===== src/poa_pkg.sv =====
// shared types, constants and helpers of the power-on time accumulator
`timescale 1ns / 1ps

package poa_pkg;

    localparam int unsigned CountW = 31;
    localparam logic [CountW-1:0] CountMax = {CountW{1'b1}};

    localparam int unsigned SecM = 60;
    localparam int unsigned SecH = 3600;
    localparam int unsigned SecD = 86400;

    // tier thresholds on the stored total and the save interval of each tier
    localparam logic [CountW-1:0] TierBound0 = CountW'(8 * SecH);
    localparam logic [CountW-1:0] TierBound1 = CountW'(7 * SecD);
    localparam logic [CountW-1:0] TierBound2 = CountW'(30 * SecD);
    localparam logic [CountW-1:0] TierLimit0 = CountW'(15 * SecM);
    localparam logic [CountW-1:0] TierLimit1 = CountW'(1 * SecH);
    localparam logic [CountW-1:0] TierLimit2 = CountW'(6 * SecH);
    localparam logic [CountW-1:0] TierLimit3 = CountW'(1 * SecD);

    localparam int unsigned InDataW  = 40;
    localparam int unsigned OutDataW = 128;
    localparam int unsigned CfgIdxW  = 2;

    typedef enum logic [CfgIdxW-1:0] {
        CFG_TOTAL   = 2'd0,
        CFG_MARK    = 2'd1,
        CFG_REBOOTS = 2'd2,
        CFG_SAVES   = 2'd3
    } cfg_index_t;

    typedef enum logic {
        CMD_UPDATE = 1'b0,
        CMD_QUERY  = 1'b1
    } cmd_t;

    typedef struct packed {
        logic              save_forced;
        logic              user_active;
        logic [CountW-1:0] uptime_secs;
    } in_item_t;

    typedef struct packed {
        logic [CountW-1:0] save_count;
        logic [CountW-1:0] reboot_count;
        logic [CountW-1:0] saved_uptime_mark;
        logic              save_record;
        logic [CountW-1:0] total_secs;
    } out_item_t;

    function automatic logic [CountW-1:0] sat_add(input logic [CountW-1:0] a,
                                                  input logic [CountW-1:0] b);
        logic [CountW:0] sum;
        sum = {1'b0, a} + {1'b0, b};
        return sum[CountW] ? CountMax : sum[CountW-1:0];
    endfunction

    function automatic logic [CountW-1:0] tier_limit(input logic [CountW-1:0] total);
        logic [CountW-1:0] lim;
        if (total < TierBound0)
            lim = TierLimit0;
        else if (total < TierBound1)
            lim = TierLimit1;
        else if (total < TierBound2)
            lim = TierLimit2;
        else
            lim = TierLimit3;
        return lim;
    endfunction

endpackage


===== src/poweron_time_accumulator.sv =====
// Power-on time accumulator: counts user-mode seconds and decides when the
// record is saved. One item is accepted per clock cycle while the output is
// not stalled by m_tready; each item passes the input register, then a single
// stage of update logic (one subtract, the tier compares and the saturating
// adds), then the result register. The four configuration registers stand in
// for the stored record and are copied into the live state by the first item
// after reset; later writes do not reach the live state, and reset clears
// the configuration registers too.
`timescale 1ns / 1ps

module poweron_time_accumulator
    import poa_pkg::*;
(
    input  logic                clk,
    input  logic                rst_n,
    // configuration write port
    input  logic                cfg_we,
    input  logic [CfgIdxW-1:0]  cfg_index,
    input  logic [CountW-1:0]   cfg_data,
    // item input
    input  logic                s_tvalid,
    output logic                s_tready,
    // tdata: uptime_secs[30:0], user_active[31], save_forced[32], zero fill
    input  logic [InDataW-1:0]  s_tdata,
    // tuser: command
    input  logic                s_tuser,
    // result output
    output logic                m_tvalid,
    input  logic                m_tready,
    // tdata: total_secs[30:0], save_record[31], saved_uptime_mark[62:32],
    //        reboot_count[93:63], save_count[124:94], zero fill
    output logic [OutDataW-1:0] m_tdata
);

    localparam int unsigned InItemW  = $bits(in_item_t);
    localparam int unsigned OutItemW = $bits(out_item_t);

    // configuration registers
    logic [CountW-1:0] cfg_total_reg, cfg_mark_reg, cfg_reboots_reg, cfg_saves_reg;

    // accumulator state
    logic              loaded_reg;
    logic [CountW-1:0] total_store_reg, total_store_next;
    logic [CountW-1:0] uptime_mark_reg, uptime_mark_next;
    logic [CountW-1:0] reboots_store_reg, reboots_store_next;
    logic [CountW-1:0] saves_store_reg, saves_store_next;
    logic              pending_reg, pending_next;
    logic              was_user_mode_reg, was_user_mode_next;

    // input and result registers
    logic      in_valid_reg;
    in_item_t  in_item_reg;
    cmd_t      in_cmd_reg;
    logic      out_valid_reg;
    out_item_t out_item_reg, out_item_next;

    logic advance;

    // working values
    logic [CountW-1:0] eff_total, eff_mark, eff_reboots, eff_saves;
    logic              reboot;
    logic [CountW-1:0] raw_diff, diff;
    logic              pend_upd, trigger, perform;

    assign advance  = in_valid_reg && (!out_valid_reg || m_tready);
    assign s_tready = !in_valid_reg || advance;
    assign m_tvalid = out_valid_reg;
    assign m_tdata  = {{(OutDataW - OutItemW){1'b0}}, out_item_reg};

    always_comb
    begin
        // the first item sees the stored record from the configuration registers
        eff_total   = loaded_reg ? total_store_reg   : cfg_total_reg;
        eff_mark    = loaded_reg ? uptime_mark_reg   : cfg_mark_reg;
        eff_reboots = loaded_reg ? reboots_store_reg : cfg_reboots_reg;
        eff_saves   = loaded_reg ? saves_store_reg   : cfg_saves_reg;

        reboot   = in_item_reg.uptime_secs < eff_mark;
        raw_diff = reboot ? in_item_reg.uptime_secs : in_item_reg.uptime_secs - eff_mark;
        diff     = was_user_mode_reg ? raw_diff : '0;

        pend_upd = pending_reg || reboot || (!was_user_mode_reg && in_item_reg.user_active);
        trigger  = in_item_reg.save_forced || pend_upd || (diff >= tier_limit(eff_total));
        perform  = trigger && (in_item_reg.save_forced || (diff != '0));

        total_store_next   = eff_total;
        uptime_mark_next   = eff_mark;
        reboots_store_next = eff_reboots;
        saves_store_next   = eff_saves;
        pending_next       = pending_reg;
        was_user_mode_next = was_user_mode_reg;

        out_item_next.total_secs  = sat_add(eff_total, diff);
        out_item_next.save_record = 1'b0;

        if (in_cmd_reg == CMD_UPDATE)
        begin
            if (reboot)
                reboots_store_next = sat_add(eff_reboots, CountW'(1));
            if (trigger)
                uptime_mark_next = in_item_reg.uptime_secs;
            if (perform)
            begin
                saves_store_next = sat_add(eff_saves, CountW'(1));
                total_store_next = sat_add(eff_total, diff);
            end
            // a trigger with nothing to write leaves the save pending
            pending_next       = perform ? 1'b0 : pend_upd;
            was_user_mode_next = in_item_reg.user_active;

            out_item_next.total_secs  = total_store_next;
            out_item_next.save_record = perform;
        end

        out_item_next.saved_uptime_mark = uptime_mark_next;
        out_item_next.reboot_count      = reboots_store_next;
        out_item_next.save_count        = saves_store_next;
    end

    always_ff @(posedge clk or negedge rst_n)
    begin
        if (!rst_n)
        begin
            cfg_total_reg     <= '0;
            cfg_mark_reg      <= '0;
            cfg_reboots_reg   <= '0;
            cfg_saves_reg     <= '0;
            loaded_reg        <= 1'b0;
            total_store_reg   <= '0;
            uptime_mark_reg   <= '0;
            reboots_store_reg <= '0;
            saves_store_reg   <= '0;
            pending_reg       <= 1'b0;
            was_user_mode_reg <= 1'b0;
            in_valid_reg      <= 1'b0;
            out_valid_reg     <= 1'b0;
        end
        else
        begin
            if (cfg_we)
            begin
                case (cfg_index_t'(cfg_index))
                    CFG_TOTAL:   cfg_total_reg   <= cfg_data;
                    CFG_MARK:    cfg_mark_reg    <= cfg_data;
                    CFG_REBOOTS: cfg_reboots_reg <= cfg_data;
                    CFG_SAVES:   cfg_saves_reg   <= cfg_data;
                    default:     ;
                endcase
            end

            if (s_tvalid && s_tready)
                in_valid_reg <= 1'b1;
            else if (advance)
                in_valid_reg <= 1'b0;

            if (advance)
            begin
                loaded_reg        <= 1'b1;
                total_store_reg   <= total_store_next;
                uptime_mark_reg   <= uptime_mark_next;
                reboots_store_reg <= reboots_store_next;
                saves_store_reg   <= saves_store_next;
                pending_reg       <= pending_next;
                was_user_mode_reg <= was_user_mode_next;
                out_valid_reg     <= 1'b1;
            end
            else if (m_tready)
                out_valid_reg <= 1'b0;
        end
    end

    // payload registers
    always_ff @(posedge clk)
    begin
        if (s_tvalid && s_tready)
        begin
            in_item_reg <= in_item_t'(s_tdata[InItemW-1:0]);
            in_cmd_reg  <= cmd_t'(s_tuser);
        end
        if (advance)
            out_item_reg <= out_item_next;
    end

`ifndef SYNTHESIS
    // a query never writes the record
    assert property (@(posedge clk) disable iff (!rst_n)
        (advance && in_cmd_reg == CMD_QUERY) |=> !out_item_reg.save_record)
        else $error("query produced a record save");

    // once loaded, the accumulated total never goes down
    assert property (@(posedge clk) disable iff (!rst_n)
        (loaded_reg && $past(loaded_reg)) |-> total_store_reg >= $past(total_store_reg))
        else $error("stored total decreased");

    // at most one reboot is counted per transaction
    assert property (@(posedge clk) disable iff (!rst_n)
        (loaded_reg && $past(loaded_reg)) |->
            (reboots_store_reg == $past(reboots_store_reg)) ||
            (reboots_store_reg == $past(reboots_store_reg) + CountW'(1)))
        else $error("reboot count moved by more than one");

    // the save count moves only together with a reported save
    assert property (@(posedge clk) disable iff (!rst_n)
        (loaded_reg && $past(loaded_reg) && saves_store_reg != $past(saves_store_reg))
            |-> out_item_reg.save_record)
        else $error("save count changed without a record save");
`endif

endmodule

===== config.mk =====
export PLATFORM = sky130hd
export DESIGN_NAME = poweron_time_accumulator
export DESIGN_NICKNAME = d
export VERILOG_FILES = /design/src/poa_pkg.sv /design/src/poweron_time_accumulator.sv
export SDC_FILE = /design/constraint.sdc
export NUM_CORES = 1
export LEC_CHECK = 0
export BUFFER_PORTS_ARGS = -buffer_cell sky130_fd_sc_hd__buf_4
export CAP_MARGIN = 20
export CORE_ASPECT_RATIO = 1.75
export CORE_UTILIZATION = 40
export DETAILED_ROUTE_END_ITERATION = 7
export HOLD_SLACK_MARGIN = 0.1
export PLACE_DENSITY_LB_ADDON = 0.08
export SLEW_MARGIN = 20
export SYNTH_ARGS = -nofsm -noshare
export SYNTH_HDL_FRONTEND = slang
export SYNTH_SLANG_ARGS = --single-unit

===== constraint.sdc =====
create_clock -name clk -period 8.9 [get_ports clk]
set_input_delay 1.78 -clock clk [delete_from_list [all_inputs] [get_ports clk]]
set_output_delay 1.78 -clock clk [all_outputs]
set_load 0.02 [all_outputs]

==> impl_metrics.py <==
metrics = {
    "logic_synthesis": {
        "synthAdderAreaFrac": 0.0397,
        "synth-edff-count": 159,
        "synth_top_family_by_area": "multiplexers",
        "synth.mux.area_fraction": 0.161,
        "yosys_warnings": 0,
        "ys.flop_type": "dfrtp_1",
        "avgSynthCellArea_um2": 10.4,
        "yosys.area_share.simple": 0.138,
        "synth_area_leader_cell": "dfrtp_1",
        "synthDistinctLibCells": 98,
        "yosysSeqAreaShare": 0.456,
        "syn_area_um2": 24400,
        "synth-compound-area-share": 0.146,
        "yosysTopAreaCellShare": 0.260,
        "ys_ff_latch": 412,
        "synth-xor-area-share": 0.0248,
        "synth_area_leaders": "dfrtp_1, edfxtp_1, mux2_2",
        "async_flop_share": 0.614,
        "synthCells": 2344,
    },
    "setup_path": {
        "crit_path_cell_trace": "mux2i_1, ha_1, a2111oi_2, o21ai_1, a21boi_2, a41oi_4, a21oi_4, mux2i_1, ha_1, nor2b_1, o21ai_0, a21boi_0, o31ai_1, o311a_1, nand3_1, o21a_1, o21ai_0, or3b_2, a211oi_1, and2_1, o31ai_1",
        "max_stage_delay_ns": 0.81,
        "endpoint_kind": "flop",
        "crit_arrival_ns": 7.87,
        "critPathKind": "flop to flop",
        "crit_fanout": 33,
        "crit_slowest_cell": "dfrtp_4",
        "crit_required_ns": 9.34,
        "startpoint_type": "flop",
    },
    "place": {
        "io_buffers": 198,
        "gp_congestion": 0.904,
        "dpl.hpwl_mm": 56.0,
        "postPlaceCellArea_um2": 26700,
    },
    "clock_network": {
        "h-tree-depth": 2,
        "post-cts-setup-buffer-count": 0,
        "insertion_delay_ns": 0.57,
        "cts.path.max_buffers": 3,
        "cts_resized": 0,
        "cts.clk_slew.worst_paths_ns": 0.06,
        "cts.root.buffer_cell": "clkbuf_16",
        "cts-hold-fix-buffers": 0,
        "cts_sinks": 412,
        "numCtsBuffers": 42,
        "cts_tree": "yes",
    },
    "cells_and_area": {
        "largest_reg_flops": 125,
        "fillers": 5720,
        "layout_commonest_cell": "dfrtp_1",
        "drive_gt1_frac": 0.221,
        "final_area_um2": 28100,
        "final_nets": 2664,
        "areaGrowthSynthToFinish_pct": 15.3,
        "layout_common_cells": "dfrtp_1, buf_4, nand2_1",
    },
    "sta": {
        "maxSlewHeadroom": 0.330,
        "fin_crit_sh": 0.835,
        "finalSetupViolCount": 0,
        "maxSlewViolCount": 0,
        "finalHoldViolCount": 0,
        "skew_ns": 0.0225,
        "fmax_ghz": 0.135,
        "tightest_slew_ns": 1.00,
        "fin_crit_ns": 7.43,
        "tns_ns": 0,
        "grt_setup_unrepaired": "no",
    },
    "power": {
        "powerDensity_nw_per_um2": 314,
        "p_leak_uw": 0.0123,
        "vdd_drop_max_uv": 158,
    },
    "route": {
        "drt-initial-drc-count": 1081,
        "drcViolationCount": 0,
        "vias": 18900,
        "routedWlPerCell_um": 22.3,
        "drt_first_pass_iters": 5,
        "vias_per_cell": 5.67,
        "drt_wl_total_mm": 74.2,
        "drtAntennaViolNets": 0,
    },
    "floorplanning": {
        "num_io_pins": 209,
        "die-area_um2": 61900,
        "rows": 119,
        "initial_utilization": 0.405,
        "die_h_um": 328,
        "core_um2": 60200,
        "dieWidth_um": 189,
    },
    "grt": {
        "overflow": 0,
        "grt_pass1_vias": 19000,
        "grtUsageTotal": 0.239,
        "grt_max_degree": 175,
        "antenna_found_initial": 5,
        "grt_pass1_wl_mm": 113,
    },
    "run": {
        "drv_cap": 0,
    },
    "outcome": {
        "outcome": "finished, final reports clean",
    },
    "hold_path": {
        "hp-class": "flop to flop",
    },
}
## critical path, delay by kind of cell (launching register included)
| family | cells | cell delay [ns] |
|---|---|---|
| multiplexers | 2 | 0.94 |
| AO/OA/AOI/OAI | 13 | 3.79 |
| AND/OR/NAND/NOR | 4 | 0.95 |
| adder cells (fa/ha/maj) | 2 | 0.72 |
| flip-flops | 1 | 0.81 |
## final timing paths
path / endpoint / slack, ns / from / cells after the start
setup / recovery: total_store_reg[14]$_DFFE_PN0P_ / 1.47 / loaded_reg$_DFFE_PN0P_ / 21
hold / removal: total_store_reg[0]$_DFFE_PN0P_ / 0.48 / total_store_reg[0]$_DFFE_PN0P_ / 2
setup reg to reg: total_store_reg[14]$_DFFE_PN0P_ / 1.47 / loaded_reg$_DFFE_PN0P_ / 21
hold reg to reg: total_store_reg[0]$_DFFE_PN0P_ / 0.48 / total_store_reg[0]$_DFFE_PN0P_ / 2
max in group asynchronous: loaded_reg$_DFFE_PN0P_ / 6.45 / rst_n / 2
min in group asynchronous: uptime_mark_reg[23]$_DFFE_PN0P_ / 1.15 / rst_n / 1
## through the flow
stage	std cells	utilization	total power (uW)	hold WS (ns)	setup slack (ns)
global route	3329	0.467	9380	0.509	1.09
floorplan	2346	-	5740	0.443	0.632
global placement	3251	0.445	7020	0.454	1.54
CTS	3329	0.467	8870	0.484	1.48
detailed placement	3251	0.445	7090	0.469	1.51
finish	3330	0.467	8810	0.478	1.47
## metal layers
| metal | up-vias | routed length [um] | GRT usage |
|---|---|---|---|
| met5 | - | 0 | 0 |
| met4 | 0 | 3110 | 0.103 |
| met3 | 139 | 2380 | 0.0210 |
| met2 | 459 | 39400 | 0.450 |
| met1 | 9303 | 29300 | 0.272 |
| li1 | 8971 | - | - |
## power by group
group / internal (uW) / leakage, uW / total (uW) / switching, uW
registers: 2580 / 0.00447 / 2900 / 315
logic: 1660 / 0.00723 / 4170 / 2510
clock network: 972 / 0.000645 / 1750 / 773
## cells in the mapped netlist (15+ instances only)
| cell type | n |
|---|---|
| o211ai_1 | 18 |
| and3_1 | 16 |
| nor2_1 | 177 |
| inv_1 | 80 |
| mux2_2 | 205 |
| nor2b_1 | 24 |
| ha_1 | 74 |
| nand2b_1 | 20 |
| buf_2 | 32 |
| nand2_1 | 210 |
| mux2i_1 | 160 |
| xnor2_1 | 38 |
| xor2_1 | 31 |
| or3_1 | 24 |
| a21o_1 | 38 |
| o21a_1 | 16 |
| a31oi_1 | 40 |
| edfxtp_1 | 159 |
| a21oi_1 | 127 |
| nand3_1 | 60 |
| o21ai_0 | 83 |
| a211oi_1 | 32 |
| clkbuf_1 | 63 |
| buf_1 | 19 |
| dfrtp_1 | 253 |
| nor3_1 | 78 |
| and2_1 | 19 |
| nand4_1 | 15 |
| nor4_1 | 19 |
| o31ai_1 | 20 |
## cell families (layout without fill, tap and decap cells)
logic type	after synthesis	after routing
buffers and inverters	204	401
AND/OR/NAND/NOR	708	708
XOR/XNOR	69	69
AO/OA/AOI/OAI	509	509
multiplexers	365	365
adder cells (fa/ha/maj)	76	76
other	1	4
flip-flops	412	412
## cell type report
type                            count  area [um2]  share of cell area
Multi-Input combinational cell   1730       12500               0.443
Sequential cell                   412       11100               0.396
Timing Repair Buffer              242        1890              0.0672
Clock buffer                       63        1200              0.0428
Tap cell                          786         983              0.0350
Inverter                           81         312              0.0111
Clock inverter                     15         131             0.00468
Antenna cell                        1        2.50           0.0000891
(Power assumes the default switching activity.)
